`config.mk`:
```
export PLATFORM = sky130hd
export DESIGN_NAME = group_ducking_envelope_flat
export DESIGN_NICKNAME = d
export VERILOG_FILES = /design/src/sv/gde_pkg.sv /design/src/sv/gde_req_if.sv /design/src/sv/gde_rsp_if.sv /design/src/sv/group_ducking_envelope.sv /design/src/sv/gde_div.sv /design/src/flat_wrapper.sv
export SDC_FILE = /design/constraint.sdc
export NUM_CORES = 2
export LEC_CHECK = 0
export ABC_AREA = 1
export BUFFER_PORTS_ARGS = -buffer_cell sky130_fd_sc_hd__clkbuf_2
export CAP_MARGIN = 10
export CORE_UTILIZATION = 35
export DETAILED_ROUTE_END_ITERATION = 12
export GPL_ROUTABILITY_DRIVEN = 0
export GPL_TIMING_DRIVEN = 0
export SYNTH_ARGS = -nofsm -noshare
export SYNTH_HDL_FRONTEND = slang
export SYNTH_HIERARCHICAL = 1
export SYNTH_SLANG_ARGS = --single-unit
```
`constraint.sdc`:
```
create_clock -name clk -period 10 [get_ports clk]
set_input_delay 2 -clock clk [delete_from_list [all_inputs] [get_ports clk]]
set_output_delay 2 -clock clk [all_outputs]
set_load 0.03 [all_outputs]
```
`src/sv/gde_pkg.sv`:
```
`timescale 1ns / 1ps
// Shared types and constants for the group ducking envelope.
// Used by the interfaces, the step divider and the top level; depends on nothing.
package gde_pkg;

	// Level and field widths.
	localparam int LVL_W = 17;
	localparam int SRC_W = 5;
	localparam int TGT_W = 15;
	localparam int SEC_W = 24;
	localparam int FRM_W = 13;

	// Full volume in unsigned 1.16 form.
	localparam logic [LVL_W-1:0] UNITY = 17'h10000;

	// Frame rate used to turn seconds into ticks.
	localparam int FRAMES_PER_SEC = 30;

	// Request operation codes.
	localparam logic OP_TICK = 1'b0;
	localparam logic OP_LOAD = 1'b1;

	// One ducker slot as it lies in the slot memory.
	typedef struct packed {
		logic [SRC_W-1:0] source;
		logic [TGT_W-1:0] targets;
		logic [LVL_W-1:0] full;
		logic [LVL_W-1:0] att_step;
		logic [LVL_W-1:0] rel_step;
		logic [LVL_W-1:0] cur;
	} slot_t;

endpackage

```
`src/sv/gde_req_if.sv`:
```
`timescale 1ns / 1ps
// Request channel of the group ducking envelope: ticks and ducker loads.
// Depends on gde_pkg for the field widths.
interface gde_req_if;
	logic                         valid;
	logic                         ready;
	logic                         op;
	logic [31:0]                  play_mask;
	logic [1:0]                   ducker_index;
	logic                         ducker_enable;
	logic [gde_pkg::SRC_W-1:0]    trigger_group;
	logic [gde_pkg::TGT_W-1:0]    duck_mask;
	logic [gde_pkg::LVL_W-1:0]    full_duck_level;
	logic [gde_pkg::SEC_W-1:0]    attack_seconds;
	logic [gde_pkg::SEC_W-1:0]    release_seconds;

	modport source (
		output valid, op, play_mask, ducker_index, ducker_enable, trigger_group,
		output duck_mask, full_duck_level, attack_seconds, release_seconds,
		input  ready
	);

	modport sink (
		input  valid, op, play_mask, ducker_index, ducker_enable, trigger_group,
		input  duck_mask, full_duck_level, attack_seconds, release_seconds,
		output ready
	);
endinterface

```
`src/sv/gde_rsp_if.sv`:
```
`timescale 1ns / 1ps
// Result channel of the group ducking envelope: one changed group per result.
// Depends on gde_pkg for the level width.
interface gde_rsp_if;
	logic                         valid;
	logic                         ready;
	logic [3:0]                   group_index;
	logic [gde_pkg::LVL_W-1:0]    group_level;
	logic                         last;

	modport source (
		output valid, group_index, group_level, last,
		input  ready
	);

	modport sink (
		input  valid, group_index, group_level, last,
		output ready
	);
endinterface

```
`src/sv/group_ducking_envelope.sv`:
```
`timescale 1ns / 1ps
// Group ducking envelope: duckers ramp group multipliers down and back up.
// A tick reads every slot, then every group, and stalls while the result port is busy;
// that walk is set by the single read port of the slot and group memories.
// A ducker load runs two 17-step divisions on one shared divider.
// Reset clears the slot and group valid bits, so every multiplier reads as full volume.
module group_ducking_envelope #(
	parameter int NUM_DUCKERS = 4,
	parameter int NUM_GROUPS  = 15
) (
	input  logic    clk,
	input  logic    arst_n,
	gde_req_if.sink   req,
	gde_rsp_if.source rsp
);

	localparam int SW = (NUM_DUCKERS > 1) ? $clog2(NUM_DUCKERS) : 1;
	localparam int GW = (NUM_GROUPS > 1) ? $clog2(NUM_GROUPS) : 1;
	localparam int AW = (NUM_GROUPS > gde_pkg::TGT_W) ? NUM_GROUPS : gde_pkg::TGT_W;
	localparam int LW = gde_pkg::LVL_W;

	// Sequencer states.
	localparam logic [3:0] S_IDLE   = 4'd0;
	localparam logic [3:0] S_DIV_A  = 4'd1;
	localparam logic [3:0] S_WAIT_A = 4'd2;
	localparam logic [3:0] S_DIV_R  = 4'd3;
	localparam logic [3:0] S_WAIT_R = 4'd4;
	localparam logic [3:0] S_SRD    = 4'd5;
	localparam logic [3:0] S_SUPD   = 4'd6;
	localparam logic [3:0] S_GRD    = 4'd7;
	localparam logic [3:0] S_GCMP   = 4'd8;
	localparam logic [3:0] S_FLUSH  = 4'd9;

	// Seconds in 8.16 to whole frames, at least one.
	function automatic logic [gde_pkg::FRM_W-1:0] frames_of(
		input logic [gde_pkg::SEC_W-1:0] sec
	);
		logic [gde_pkg::SEC_W+4:0] prod;
		logic [gde_pkg::FRM_W-1:0] frm;
		prod = {sec, 5'b00000} - {4'b0000, sec, 1'b0};
		frm  = prod[gde_pkg::SEC_W+4:16];
		return (frm == '0) ? gde_pkg::FRM_W'(1) : frm;
	endfunction

	logic [3:0]                state_q;
	logic [31:0]               playing_q;
	logic [SW-1:0]             sidx_q;
	logic [GW-1:0]             gidx_q;
	logic [NUM_DUCKERS-1:0]    slot_valid_q;
	logic [NUM_GROUPS-1:0]     grp_valid_q;
	logic [LW-1:0]             track_q [NUM_GROUPS];

	// Load request held during the step divisions.
	logic [SW-1:0]                  cfg_slot_q;
	logic [gde_pkg::SRC_W-1:0]      cfg_src_q;
	logic [gde_pkg::TGT_W-1:0]      cfg_tgt_q;
	logic [LW-1:0]                  cfg_full_q;
	logic [LW-1:0]                  delta_q;
	logic [gde_pkg::SEC_W-1:0]      att_sec_q;
	logic [gde_pkg::SEC_W-1:0]      rel_sec_q;
	logic [LW-1:0]                  att_step_q;

	// Memories and their registered read data.
	gde_pkg::slot_t         slot_mem [NUM_DUCKERS];
	gde_pkg::slot_t         slot_rd_s1;
	logic [LW-1:0]          grp_mem [NUM_GROUPS];
	logic [LW-1:0]          grp_rd_s1;

	// Pending change and output register.
	logic                   pend_v_q;
	logic [GW-1:0]          pend_idx_q;
	logic [LW-1:0]          pend_lvl_q;
	logic                   out_v_q;
	logic [3:0]             out_idx_q;
	logic [LW-1:0]          out_lvl_q;
	logic                   out_last_q;

	logic                   req_fire;
	logic                   slot_ok;
	logic [LW-1:0]          full_sat;
	logic                   div_start;
	logic                   div_done;
	logic [LW-1:0]          div_q;
	logic [LW-1:0]          div_step;
	logic [gde_pkg::FRM_W-1:0] div_dsr;

	logic                   sv_now;
	logic                   play_now;
	logic [LW:0]            dn_lvl;
	logic [LW:0]            up_lvl;
	logic [LW-1:0]          nxt_lvl;
	logic                   aff_now;
	logic [AW-1:0]          aff_wide;

	logic                   slot_we;
	logic [SW-1:0]          slot_wa;
	gde_pkg::slot_t         slot_wd;

	logic [LW-1:0]          old_lvl;
	logic [LW-1:0]          trk_lvl;
	logic                   grp_chg;
	logic                   out_free;
	logic                   gstall;
	logic                   push_mid;
	logic                   push_last;

	assign req.ready = (state_q == S_IDLE);
	assign req_fire  = req.valid && req.ready;
	assign slot_ok   = 32'(req.ducker_index) < NUM_DUCKERS;
	assign full_sat  = (req.full_duck_level > gde_pkg::UNITY) ? gde_pkg::UNITY
	                                                        : req.full_duck_level;

	// Shared step divider: delta over frames for attack, then for release.
	assign div_start = (state_q == S_DIV_A) || (state_q == S_DIV_R);
	assign div_dsr   = frames_of((state_q == S_DIV_A) ? att_sec_q : rel_sec_q);
	assign div_step  = (div_q == '0) ? LW'(1) : div_q;

	gde_div u_div (
		.clk      (clk),
		.arst_n   (arst_n),
		.start    (div_start),
		.dividend (delta_q),
		.divisor  (div_dsr),
		.done     (div_done),
		.quotient (div_q)
	);

	// Ramp of the slot just read from memory.
	always_comb begin
		sv_now   = slot_valid_q[sidx_q];
		play_now = playing_q[slot_rd_s1.source];
		dn_lvl   = {1'b0, slot_rd_s1.cur} - {1'b0, slot_rd_s1.att_step};
		up_lvl   = {1'b0, slot_rd_s1.cur} + {1'b0, slot_rd_s1.rel_step};
		nxt_lvl  = slot_rd_s1.cur;
		aff_now  = 1'b0;
		if (play_now) begin
			aff_now = 1'b1;
			if (slot_rd_s1.cur != slot_rd_s1.full) begin
				if ($signed(dn_lvl) < $signed({1'b0, slot_rd_s1.full})) begin
					nxt_lvl = slot_rd_s1.full;
				end else begin
					nxt_lvl = dn_lvl[LW-1:0];
				end
			end
		end else if (slot_rd_s1.cur != gde_pkg::UNITY) begin
			aff_now = 1'b1;
			if (up_lvl > {1'b0, gde_pkg::UNITY}) begin
				nxt_lvl = gde_pkg::UNITY;
			end else begin
				nxt_lvl = up_lvl[LW-1:0];
			end
		end
		aff_now  = aff_now && sv_now;
		aff_wide = AW'(slot_rd_s1.targets);
	end

	// Slot memory write port: a finished load or a ramp write-back.
	always_comb begin
		slot_we = ((state_q == S_WAIT_R) && div_done) || ((state_q == S_SUPD) && sv_now);
		slot_wa = (state_q == S_SUPD) ? sidx_q : cfg_slot_q;
		if (state_q == S_SUPD) begin
			slot_wd     = slot_rd_s1;
			slot_wd.cur = nxt_lvl;
		end else begin
			slot_wd.source   = cfg_src_q;
			slot_wd.targets  = cfg_tgt_q;
			slot_wd.full     = cfg_full_q;
			slot_wd.att_step = att_step_q;
			slot_wd.rel_step = div_step;
			slot_wd.cur      = gde_pkg::UNITY;
		end
	end

	always_ff @(posedge clk) begin
		if (slot_we) begin
			slot_mem[slot_wa] <= slot_wd;
		end
	end

	always_ff @(posedge clk) begin
		if (state_q == S_SRD) begin
			slot_rd_s1 <= slot_mem[sidx_q];
		end
	end

	// Group compare: stored multiplier against this tick's minimum.
	always_comb begin
		old_lvl   = grp_valid_q[gidx_q] ? grp_rd_s1 : gde_pkg::UNITY;
		trk_lvl   = track_q[gidx_q];
		grp_chg   = (state_q == S_GCMP) && (old_lvl != trk_lvl);
		out_free  = !out_v_q || rsp.ready;
		gstall    = grp_chg && pend_v_q && !out_free;
		push_mid  = grp_chg && pend_v_q && out_free;
		push_last = (state_q == S_FLUSH) && pend_v_q && out_free;
	end

	always_ff @(posedge clk) begin
		if (grp_chg && !gstall) begin
			grp_mem[gidx_q] <= trk_lvl;
		end
	end

	always_ff @(posedge clk) begin
		if (state_q == S_GRD) begin
			grp_rd_s1 <= grp_mem[gidx_q];
		end
	end

	// Per-group running minimum over the duckers of this tick.
	always_ff @(posedge clk) begin
		for (int c = 0; c < NUM_GROUPS; c++) begin
			if (req_fire && (req.op == gde_pkg::OP_TICK)) begin
				track_q[c] <= gde_pkg::UNITY;
			end else if ((state_q == S_SUPD) && aff_now && aff_wide[c] &&
			             (nxt_lvl < track_q[c])) begin
				track_q[c] <= nxt_lvl;
			end
		end
	end

	// Request capture, and the attack step once its division is done.
	always_ff @(posedge clk) begin
		if (req_fire) begin
			playing_q  <= req.play_mask;
			cfg_slot_q <= SW'(req.ducker_index);
			cfg_src_q  <= req.trigger_group;
			cfg_tgt_q  <= req.duck_mask;
			cfg_full_q <= full_sat;
			delta_q    <= gde_pkg::UNITY - full_sat;
			att_sec_q  <= req.attack_seconds;
			rel_sec_q  <= req.release_seconds;
		end
		if ((state_q == S_WAIT_A) && div_done) begin
			att_step_q <= div_step;
		end
	end

	// Main sequencer with slot and group valid bits.
	always_ff @(posedge clk or negedge arst_n) begin
		if (!arst_n) begin
			state_q      <= S_IDLE;
			sidx_q       <= '0;
			gidx_q       <= '0;
			slot_valid_q <= '0;
			grp_valid_q  <= '0;
		end else begin
			if (grp_chg && !gstall) begin
				grp_valid_q[gidx_q] <= 1'b1;
			end
			unique case (state_q)
				S_IDLE: begin
					if (req_fire) begin
						if (req.op == gde_pkg::OP_TICK) begin
							sidx_q  <= '0;
							state_q <= S_SRD;
						end else if (slot_ok && !req.ducker_enable) begin
							slot_valid_q[SW'(req.ducker_index)] <= 1'b0;
						end else if (slot_ok) begin
							state_q <= S_DIV_A;
						end
					end
				end
				S_DIV_A: begin
					state_q <= S_WAIT_A;
				end
				S_WAIT_A: begin
					if (div_done) begin
						state_q <= S_DIV_R;
					end
				end
				S_DIV_R: begin
					state_q <= S_WAIT_R;
				end
				S_WAIT_R: begin
					if (div_done) begin
						slot_valid_q[cfg_slot_q] <= 1'b1;
						state_q                  <= S_IDLE;
					end
				end
				S_SRD: begin
					state_q <= S_SUPD;
				end
				S_SUPD: begin
					if (sidx_q == SW'(NUM_DUCKERS - 1)) begin
						gidx_q  <= '0;
						state_q <= S_GRD;
					end else begin
						sidx_q  <= sidx_q + 1'b1;
						state_q <= S_SRD;
					end
				end
				S_GRD: begin
					state_q <= S_GCMP;
				end
				S_GCMP: begin
					if (!gstall) begin
						if (gidx_q == GW'(NUM_GROUPS - 1)) begin
							state_q <= S_FLUSH;
						end else begin
							gidx_q  <= gidx_q + 1'b1;
							state_q <= S_GRD;
						end
					end
				end
				S_FLUSH: begin
					if (!pend_v_q || out_free) begin
						state_q <= S_IDLE;
					end
				end
				default: begin
					state_q <= S_IDLE;
				end
			endcase
		end
	end

	// Pending change: held back until the next change or the end of the tick.
	always_ff @(posedge clk or negedge arst_n) begin
		if (!arst_n) begin
			pend_v_q <= 1'b0;
		end else if (grp_chg && !gstall) begin
			pend_v_q <= 1'b1;
		end else if (push_last) begin
			pend_v_q <= 1'b0;
		end
	end

	always_ff @(posedge clk) begin
		if (grp_chg && !gstall) begin
			pend_idx_q <= gidx_q;
			pend_lvl_q <= trk_lvl;
		end
	end

	// Output register.
	always_ff @(posedge clk or negedge arst_n) begin
		if (!arst_n) begin
			out_v_q <= 1'b0;
		end else if (push_mid || push_last) begin
			out_v_q <= 1'b1;
		end else if (rsp.ready) begin
			out_v_q <= 1'b0;
		end
	end

	always_ff @(posedge clk) begin
		if (push_mid || push_last) begin
			out_idx_q  <= 4'(pend_idx_q);
			out_lvl_q  <= pend_lvl_q;
			out_last_q <= push_last;
		end
	end

	assign rsp.valid       = out_v_q;
	assign rsp.group_index = out_idx_q;
	assign rsp.group_level = out_lvl_q;
	assign rsp.last        = out_last_q;

	// A non-final result always has a further change waiting behind it.
	a_mid_has_pend: assert property (@(posedge clk) disable iff (!arst_n)
		(out_v_q && !out_last_q) |-> pend_v_q)
		else $error("non-final result without a pending change");

	// No change of the previous tick is left over when a new request is taken.
	a_idle_no_pend: assert property (@(posedge clk) disable iff (!arst_n)
		req_fire |-> !pend_v_q)
		else $error("request accepted with a pending change");

	// The divider finishes only while the sequencer waits for it.
	a_div_done_wait: assert property (@(posedge clk) disable iff (!arst_n)
		div_done |-> ((state_q == S_WAIT_A) || (state_q == S_WAIT_R)))
		else $error("divider finished outside a wait state");

	// A group memory write always comes with its valid bit set next cycle.
	a_grp_valid_set: assert property (@(posedge clk) disable iff (!arst_n)
		(grp_chg && !gstall) |=> grp_valid_q[$past(gidx_q)])
		else $error("group written without its valid bit");

endmodule

```
`src/sv/gde_div.sv`:
```
`timescale 1ns / 1ps
// Restoring divider, one quotient bit per cycle, for the attack and release steps.
// Depends on gde_pkg for the level and frame-count widths.
module gde_div (
	input  logic                        clk,
	input  logic                        arst_n,
	input  logic                        start,
	input  logic [gde_pkg::LVL_W-1:0]   dividend,
	input  logic [gde_pkg::FRM_W-1:0]   divisor,
	output logic                        done,
	output logic [gde_pkg::LVL_W-1:0]   quotient
);

	localparam int CNT_W = $clog2(gde_pkg::LVL_W);

	logic                        busy_q;
	logic                        done_q;
	logic [CNT_W-1:0]            cnt_q;
	logic [gde_pkg::FRM_W-1:0]   rem_q;
	logic [gde_pkg::FRM_W-1:0]   dsr_q;
	logic [gde_pkg::LVL_W-1:0]   quo_q;

	logic [gde_pkg::FRM_W:0]     shifted;
	logic [gde_pkg::FRM_W+1:0]   diff;
	logic                        fits;

	// Trial subtraction of the divisor from the shifted partial remainder.
	assign shifted = {rem_q, quo_q[gde_pkg::LVL_W-1]};
	assign diff    = {1'b0, shifted} - {2'b00, dsr_q};
	assign fits    = !diff[gde_pkg::FRM_W+1];

	// Control: count the quotient bits and flag the last one.
	always_ff @(posedge clk or negedge arst_n) begin
		if (!arst_n) begin
			busy_q <= 1'b0;
			done_q <= 1'b0;
			cnt_q  <= '0;
		end else begin
			done_q <= 1'b0;
			if (start) begin
				busy_q <= 1'b1;
				cnt_q  <= '0;
			end else if (busy_q) begin
				cnt_q <= cnt_q + 1'b1;
				if (cnt_q == CNT_W'(gde_pkg::LVL_W - 1)) begin
					busy_q <= 1'b0;
					done_q <= 1'b1;
				end
			end
		end
	end

	// Datapath: the dividend shifts out as the quotient shifts in.
	always_ff @(posedge clk) begin
		if (start) begin
			rem_q <= '0;
			dsr_q <= divisor;
			quo_q <= dividend;
		end else if (busy_q) begin
			rem_q <= fits ? diff[gde_pkg::FRM_W-1:0] : shifted[gde_pkg::FRM_W-1:0];
			quo_q <= {quo_q[gde_pkg::LVL_W-2:0], fits};
		end
	end

	assign done     = done_q;
	assign quotient = quo_q;

endmodule

```
`src/flat_wrapper.sv`:
```
// flat-port wrapper written by rule: the top's interface ports become plain ports
module group_ducking_envelope_flat 
#(
	parameter int NUM_DUCKERS = 4,
	parameter int NUM_GROUPS  = 15
)
  (clk, arst_n, req_valid, req_op, req_play_mask, req_ducker_index, req_ducker_enable, req_trigger_group, req_duck_mask, req_full_duck_level, req_attack_seconds, req_release_seconds, req_ready, rsp_valid, rsp_group_index, rsp_group_level, rsp_last, rsp_ready);
  gde_req_if req_i ();
  gde_rsp_if rsp_i ();
  input  logic clk;
  input  logic arst_n;
  input wire logic [$bits(req_i.valid)-1:0] req_valid;
  input wire logic [$bits(req_i.op)-1:0] req_op;
  input wire logic [$bits(req_i.play_mask)-1:0] req_play_mask;
  input wire logic [$bits(req_i.ducker_index)-1:0] req_ducker_index;
  input wire logic [$bits(req_i.ducker_enable)-1:0] req_ducker_enable;
  input wire logic [$bits(req_i.trigger_group)-1:0] req_trigger_group;
  input wire logic [$bits(req_i.duck_mask)-1:0] req_duck_mask;
  input wire logic [$bits(req_i.full_duck_level)-1:0] req_full_duck_level;
  input wire logic [$bits(req_i.attack_seconds)-1:0] req_attack_seconds;
  input wire logic [$bits(req_i.release_seconds)-1:0] req_release_seconds;
  output wire logic [$bits(req_i.ready)-1:0] req_ready;
  output wire logic [$bits(rsp_i.valid)-1:0] rsp_valid;
  output wire logic [$bits(rsp_i.group_index)-1:0] rsp_group_index;
  output wire logic [$bits(rsp_i.group_level)-1:0] rsp_group_level;
  output wire logic [$bits(rsp_i.last)-1:0] rsp_last;
  input wire logic [$bits(rsp_i.ready)-1:0] rsp_ready;
  assign req_i.valid = req_valid;
  assign req_i.op = req_op;
  assign req_i.play_mask = req_play_mask;
  assign req_i.ducker_index = req_ducker_index;
  assign req_i.ducker_enable = req_ducker_enable;
  assign req_i.trigger_group = req_trigger_group;
  assign req_i.duck_mask = req_duck_mask;
  assign req_i.full_duck_level = req_full_duck_level;
  assign req_i.attack_seconds = req_attack_seconds;
  assign req_i.release_seconds = req_release_seconds;
  assign req_ready = req_i.ready;
  assign rsp_valid = rsp_i.valid;
  assign rsp_group_index = rsp_i.group_index;
  assign rsp_group_level = rsp_i.group_level;
  assign rsp_last = rsp_i.last;
  assign rsp_i.ready = rsp_ready;
  group_ducking_envelope #(.NUM_DUCKERS(NUM_DUCKERS), .NUM_GROUPS(NUM_GROUPS)) u_core (.clk(clk), .arst_n(arst_n), .req(req_i), .rsp(rsp_i));
endmodule
```
# Word-level counts from Yosys, hierarchy flattened
# Memories as Yosys holds them, arrays and structs flattened. A register that Yosys moved wholly into a read port is not among the register bits.
# Cells that the tools add are included.
# Widths: inputs -> output; s select.
[op_classes] n_addsub=8 order_cmp=26 eq_ne=27 mux=129 n_bitwise=20 reduce_logical=70
[op_table] cell="$mux 17" count=25
[op_table] cell="$lt 17x17->1" count=15
[op_table] cell="$mux 88" count=1
[op_table] cell="$mux 1" count=69
[op_table] cell="$mux 4" count=15
[op_table] cell="$logic_and 1x1->1" count=47
[op_table] cell="$pmux 4 s10" count=1
[op_table] cell="$ne 17x17->1" count=2
[op_table] cell="$sub 29x25->29" count=1
[op_table] cell="$mux 24" count=1
[op_table] cell="$ne 2x2->1 const B" count=11
[op_table] cell="$add 17x17->18" count=1
[op_table] cell="$gt 18x17->1 const B" count=1
[op_table] cell="$lt 18x18->1" count=1
[op_table] cell="$sub 17x17->18" count=1
[op_table] cell="$gt 17x17->1 const B" count=1
[op_table] cell="$logic_not 17->1" count=1
[op_table] cell="$ne 17x17->1 const B" count=1
[op_table] cell="$sub 17x17->17 const A" count=1
[op_table] cell="$eq 4x3->1 const B" count=4
[op_table] cell="$pmux 4 s2" count=2
[op_table] cell="$or 1x1->1" count=15
[op_table] cell="$or 15x15->15" count=1
[op_table] cell="$sub 14x13->15" count=1
[op_table] cell="35 further kinds" count=61
[word_totals] regBits=277 mem_bits_rw=862 in_bits=125 out_inout_bits=24 elab_cells=310 mem_count=3
[mem_list] name="u_core.slot_mem" depth=4 word_bits=88 read_ports=1 rd_ports_with_merged_regs=1 wr=1 line_no="group_ducking_envelope.sv:64" rtl="gde_pkg::slot_t slot_mem [NUM_DUCKERS];"
[mem_list] name="u_core.grp_mem" depth=15 word_bits=17 read_ports=1 rd_ports_with_merged_regs=1 wr=1 line_no="group_ducking_envelope.sv:66" rtl="logic [LW-1:0] grp_mem [NUM_GROUPS];"
[mem_list] name="u_core.track_q" depth=15 word_bits=17 read_ports=16 rd_ports_with_merged_regs=0 wr=15 line_no="group_ducking_envelope.sv:51" rtl="logic [LW-1:0] track_q [NUM_GROUPS];"

# Longest topological paths before layout
[depth] word_depth=11 mapped_depth=41

# Hierarchy
# The synthesis kept the hierarchy.
[modules_own_cells] mod="group_ducking_envelope" n_inst=1 cells_each=5462 area_per_inst_um2=58383.5
[modules_own_cells] mod="gde_div" n_inst=1 cells_each=385 area_per_inst_um2=3051.7

# Worst setup path before layout
# Ideal clock, no wire load.
[synth_timing] path_type="input to register" startpoint="input req_valid" endpoint="register u_core/att_sec_q[0] (netlist bit), enable pin" setup_time_ps=632 t_arrival_ps=7614 required_ps=9368 setup_slack_ps=1754 cell_stages=2 path_buffers=0 path_cell_list="inv_1 -> nor2_1"
[synth_between] elab_chain_len=1
[synth_lines] item="from (decl)" line_no="flat_wrapper.sv:12" rtl="input wire logic [$bits(req_i.valid)-1:0] req_valid;"
[synth_lines] item="$logic_and 1x1->1" line_no="group_ducking_envelope.sv:108" rtl="assign req_fire = req.valid && req.ready;"
[synth_lines] item="named net u_core.req_fire" line_no="group_ducking_envelope.sv:78" rtl="logic req_fire;"
[synth_lines] item="to (signal assigned)" line_no="group_ducking_envelope.sv:230" rtl="att_sec_q <= req.attack_seconds;"
[synth_lines] item="to (decl)" line_no="group_ducking_envelope.sv:59" rtl="logic [gde_pkg::SEC_W-1:0] att_sec_q;"
# The timed path passes the listed nets, and every way through them passes these cells.
# A chain may end at the register's enable or synchronous reset.

==> flow_metrics.py <==
metrics = {
    "floorplan": {
        "die_h_um": 421,
        "rows": 153,
        "ioPinCount": 149,
        "core_mm2": 0.174,
        "fp.dieArea_mm2": 0.177,
        "die_w_um": 421,
        "initial_core_util_pct": 35.3,
    },
    "logic_synthesis": {
        "syn_area_per_cell_um2": 10.5,
        "ys_types": 80,
        "synthArstFlopShare_pct": 3.06,
        "synth_edf_count": 1192,
        "ys.flop_type": "edfxtp_1",
        "yosys_warnings": 6,
        "netlist_instances": 5847,
        "seq_area_frac_synth_pct": 60.2,
        "ys_seq_elements": 1243,
        "syn-num-nets": 6306,
        "syn_area_mm2": 0.0614,
    },
    "clock_network": {
        "tritoncts": "done",
        "cts_buffer_depth": 3,
        "clock-sinks": 1243,
        "numCtsBuffers": 131,
        "post_cts.repair.setup_buffers": 0,
        "root_buffer": "clkbuf_16",
        "hold_buffers": 0,
        "clkTransAtPathRegs_ns": 0.06,
        "htree_levels": 4,
        "clk_latency_ns": 0.78,
        "cts.repair.resized": 0,
    },
    "finish": {
        "register_area_mm2": 0.0370,
        "syn_to_final_growth_pct": 14.5,
        "multi_input_area_mm2": 0.0208,
        "drive_gt1_share_pct": 11.2,
        "final_util_pct": 40.4,
        "final_area_mm2": 0.0703,
        "finalNetCount": 6634,
        "fillers": 16700,
    },
    "pwr": {
        "pwr-share-seq_pct": 37.0,
        "powerDensity_mw_per_mm2": 264,
        "power_leakage_uw": 0.0279,
        "p_clk_share_pct": 27.0,
        "comb_power_share_pct": 36.0,
        "internal_power_uw": 11500,
        "switchingPower_uw": 7130,
        "switching_share_pct": 38.4,
        "vdd_ir_drop_max_mv": 0.216,
    },
    "placement": {
        "placed_area_mm2": 0.0660,
        "hpwl_um": 139000,
        "port_buffers": 148,
    },
    "sta": {
        "final.period_utilization_pct": 92.1,
        "tightest_slew_ns": 1.30,
        "max_freq_mhz": 109,
        "fin_skew_ns": 0.0341,
        "fin_crit_ns": 9.21,
        "tns_ns": 0,
        "slew_headroom_pct": 13.0,
        "hold_viol": 0,
        "drv_slew": 0,
        "setup_violations": 0,
        "rsz0062_at_grt": "false",
    },
    "drt": {
        "drt_wl_total_um": 193000,
        "drtIter0Drc": 5660,
        "antenna_left": 0,
        "dr_total_vias": 46000,
        "viasPerCell": 5.35,
        "routedWlPerCell_um": 22.5,
        "drc_errors": 0,
        "firstDrtPassIters": 7,
    },
    "grt": {
        "grt_pass1_vias": 43700,
        "track_usage_pct": 21.2,
        "grt.overflow.total": 0,
        "grt_pass1_wl_um": 282000,
        "grt_max_degree": 39,
        "antenna_found_initial": 7,
    },
    "worst_setup_path": {
        "crit_path_frequent_cell": "nand2_1",
        "critPathMaxFanout": 17,
        "r2r-start": "u_core/slot_rd_s1[1]",
        "start_kind": "flip-flop",
        "worst_setup_path_end_kind": "flip-flop",
        "rr_worst_depth": 36,
        "crit_slowest_cell": "nand2_1",
        "crit_arrival_ns": 9.48,
        "worst_ep_required_time_ns": 10.27,
        "reg2reg_to": "u_core/track_q[5][8]",
        "critical_path_class": "flip-flop to flip-flop",
        "slowest_delay_ns": 0.62,
        "reg2reg_slack_ns": 0.79,
    },
    "job": {
        "drv_cap": 0,
    },
    "min_path": {
        "min_from": "u_core/pend_lvl_q[16]",
        "hold_depth": 0,
        "hold_path_class": "flip-flop to flip-flop",
        "hold_end": "u_core/rsp.group_level[16]",
    },
    "outcome": {
        "status": "finished clean",
    },
}
==> layout make-up <==
class / instances / area share, %
sequential: 1243 / 52.6
multi-input combinational: 3736 / 29.6
clock buffer: 161 / 4.97
tap: 2325 / 4.14
inverter: 623 / 3.33
timing repair buffer: 195 / 2.19
buffer: 245 / 1.89
clock inverter: 68 / 1.22
antenna: 1 / 0.00356
==> placed cells by master, fill, tap and decap left out, types with 27 or more instances in the layout <==
cell type,Yosys,layout
nor3_1,30,27
buf_2,38,38
nand3_1,240,240
clkbuf_16,0,135
clkbuf_1,144,168
nand2_2,45,45
ha_1,331,331
clkbuf_2,1,149
nor2_1,658,639
nor2_2,67,81
o211ai_1,41,41
nand4_1,68,68
a22oi_1,53,53
o21ai_0,493,493
edfxtp_1,1192,1192
a211oi_1,34,34
o22ai_1,89,89
buf_6,29,42
dfrtp_1,38,38
inv_1,607,607
xor2_1,45,45
a21oi_1,198,198
nand2_1,1094,1094
==> worst max-delay path: cells and delay by family, from the launching register on <==
kind                     cells  cell delay, ns
AND/OR/NAND/NOR             17            3.21
buffers and inverters        9            2.04
adder cells (fa/ha/maj)      3            1.36
AO/OA/AOI/OAI                6            1.03
flip-flops                   1            0.61
XOR/XNOR                     1            0.37
==> through the flow <==
step / total power [uW] / cells / hold WS, ns / setup slack (ns)
final: 18600 / 8597 / 0.417 / 0.791
after global routing: 19500 / 8597 / 0.423 / 0.413
after CTS: 18500 / 8595 / 0.418 / 0.939
after detailed placement: 13500 / 8366 / 0.405 / 1.00
after global placement: 13400 / 8320 / 0.402 / -2.05
after floorplan: 11200 / 5847 / 0.400 / 1.75
==> power groups by stage <==
stage          Sequential [uW]  Combinational, uW  Clock, uW
2_1_floorplan             6880               4270          0
3_3_place_gp              7060               6310          0
3_5_place_dp              6980               6530          0
4_1_cts                   6870               6570       5100
5_1_grt                   6920               7310       5290
6_report                  6880               6680       5030
==> routing by layer <==
layer	vias up	track usage [%]	share of wire [%]
li1	21000	-	-
met1	22500	28.8	42
met2	2156	34.1	46
met3	401	3.40	8.4
met4	4	7.77	3.7
met5	-	0	0.012
==> worst max path at each step <==
stage | from | endpoint | slack [ns] | cells past startpoint
after floorplan | req_valid | u_core/att_sec_q[0] | 1.75 | 2
after CTS | u_core/slot_rd_s1[1] | u_core/track_q[5][10] | 0.94 | 36
final | u_core/slot_rd_s1[1] | u_core/track_q[5][8] | 0.79 | 36
after detailed placement | u_core/slot_rd_s1[1] | u_core/track_q[5][10] | 1.0 | 36
after global routing | u_core/slot_rd_s1[1] | u_core/track_q[5][10] | 0.41 | 37
after global placement | u_core/state_q[2] | u_core/aff_wide[4] | -2.05 | 4
==> sequential cells by signal (all words and copies together), names as in the netlist, 24 cells and up <==
name / flops
u_core/track_q: 255
u_core/slot_mem: 352
u_core/rel_sec_q: 24
u_core/slot_rd_s1: 73
u_core/playing_q: 32
u_core/grp_mem: 255
u_core/att_sec_q: 24
==> Yosys cell counts (67+ instances only) <==
master	number	area, um^2
edfxtp_1	1192	35800
nand2_1	1094	4110
nor2_1	658	2470
inv_1	607	2280
o21ai_0	493	2470
ha_1	331	4140
nand3_1	240	1200
a21oi_1	198	991
clkbuf_1	144	541
o22ai_1	89	557
nand4_1	68	425
nor2_2	67	419
==> logic make-up after synthesis <==
| group | count (synthesis) | share of synthesized area (%) |
|---|---|---|
| and+or+nand+nor | 2317 | 16.4 |
| muxes | 1 | 0.0163 |
| DFF | 1243 | 60.2 |
| buffers and inverters | 868 | 5.98 |
| AOI/OAI and AO/OA | 1021 | 9.65 |
| xor gates and xnor gates | 63 | 0.898 |
| adders and majority gates | 334 | 6.84 |
Power figures use the tool's default switching activity.
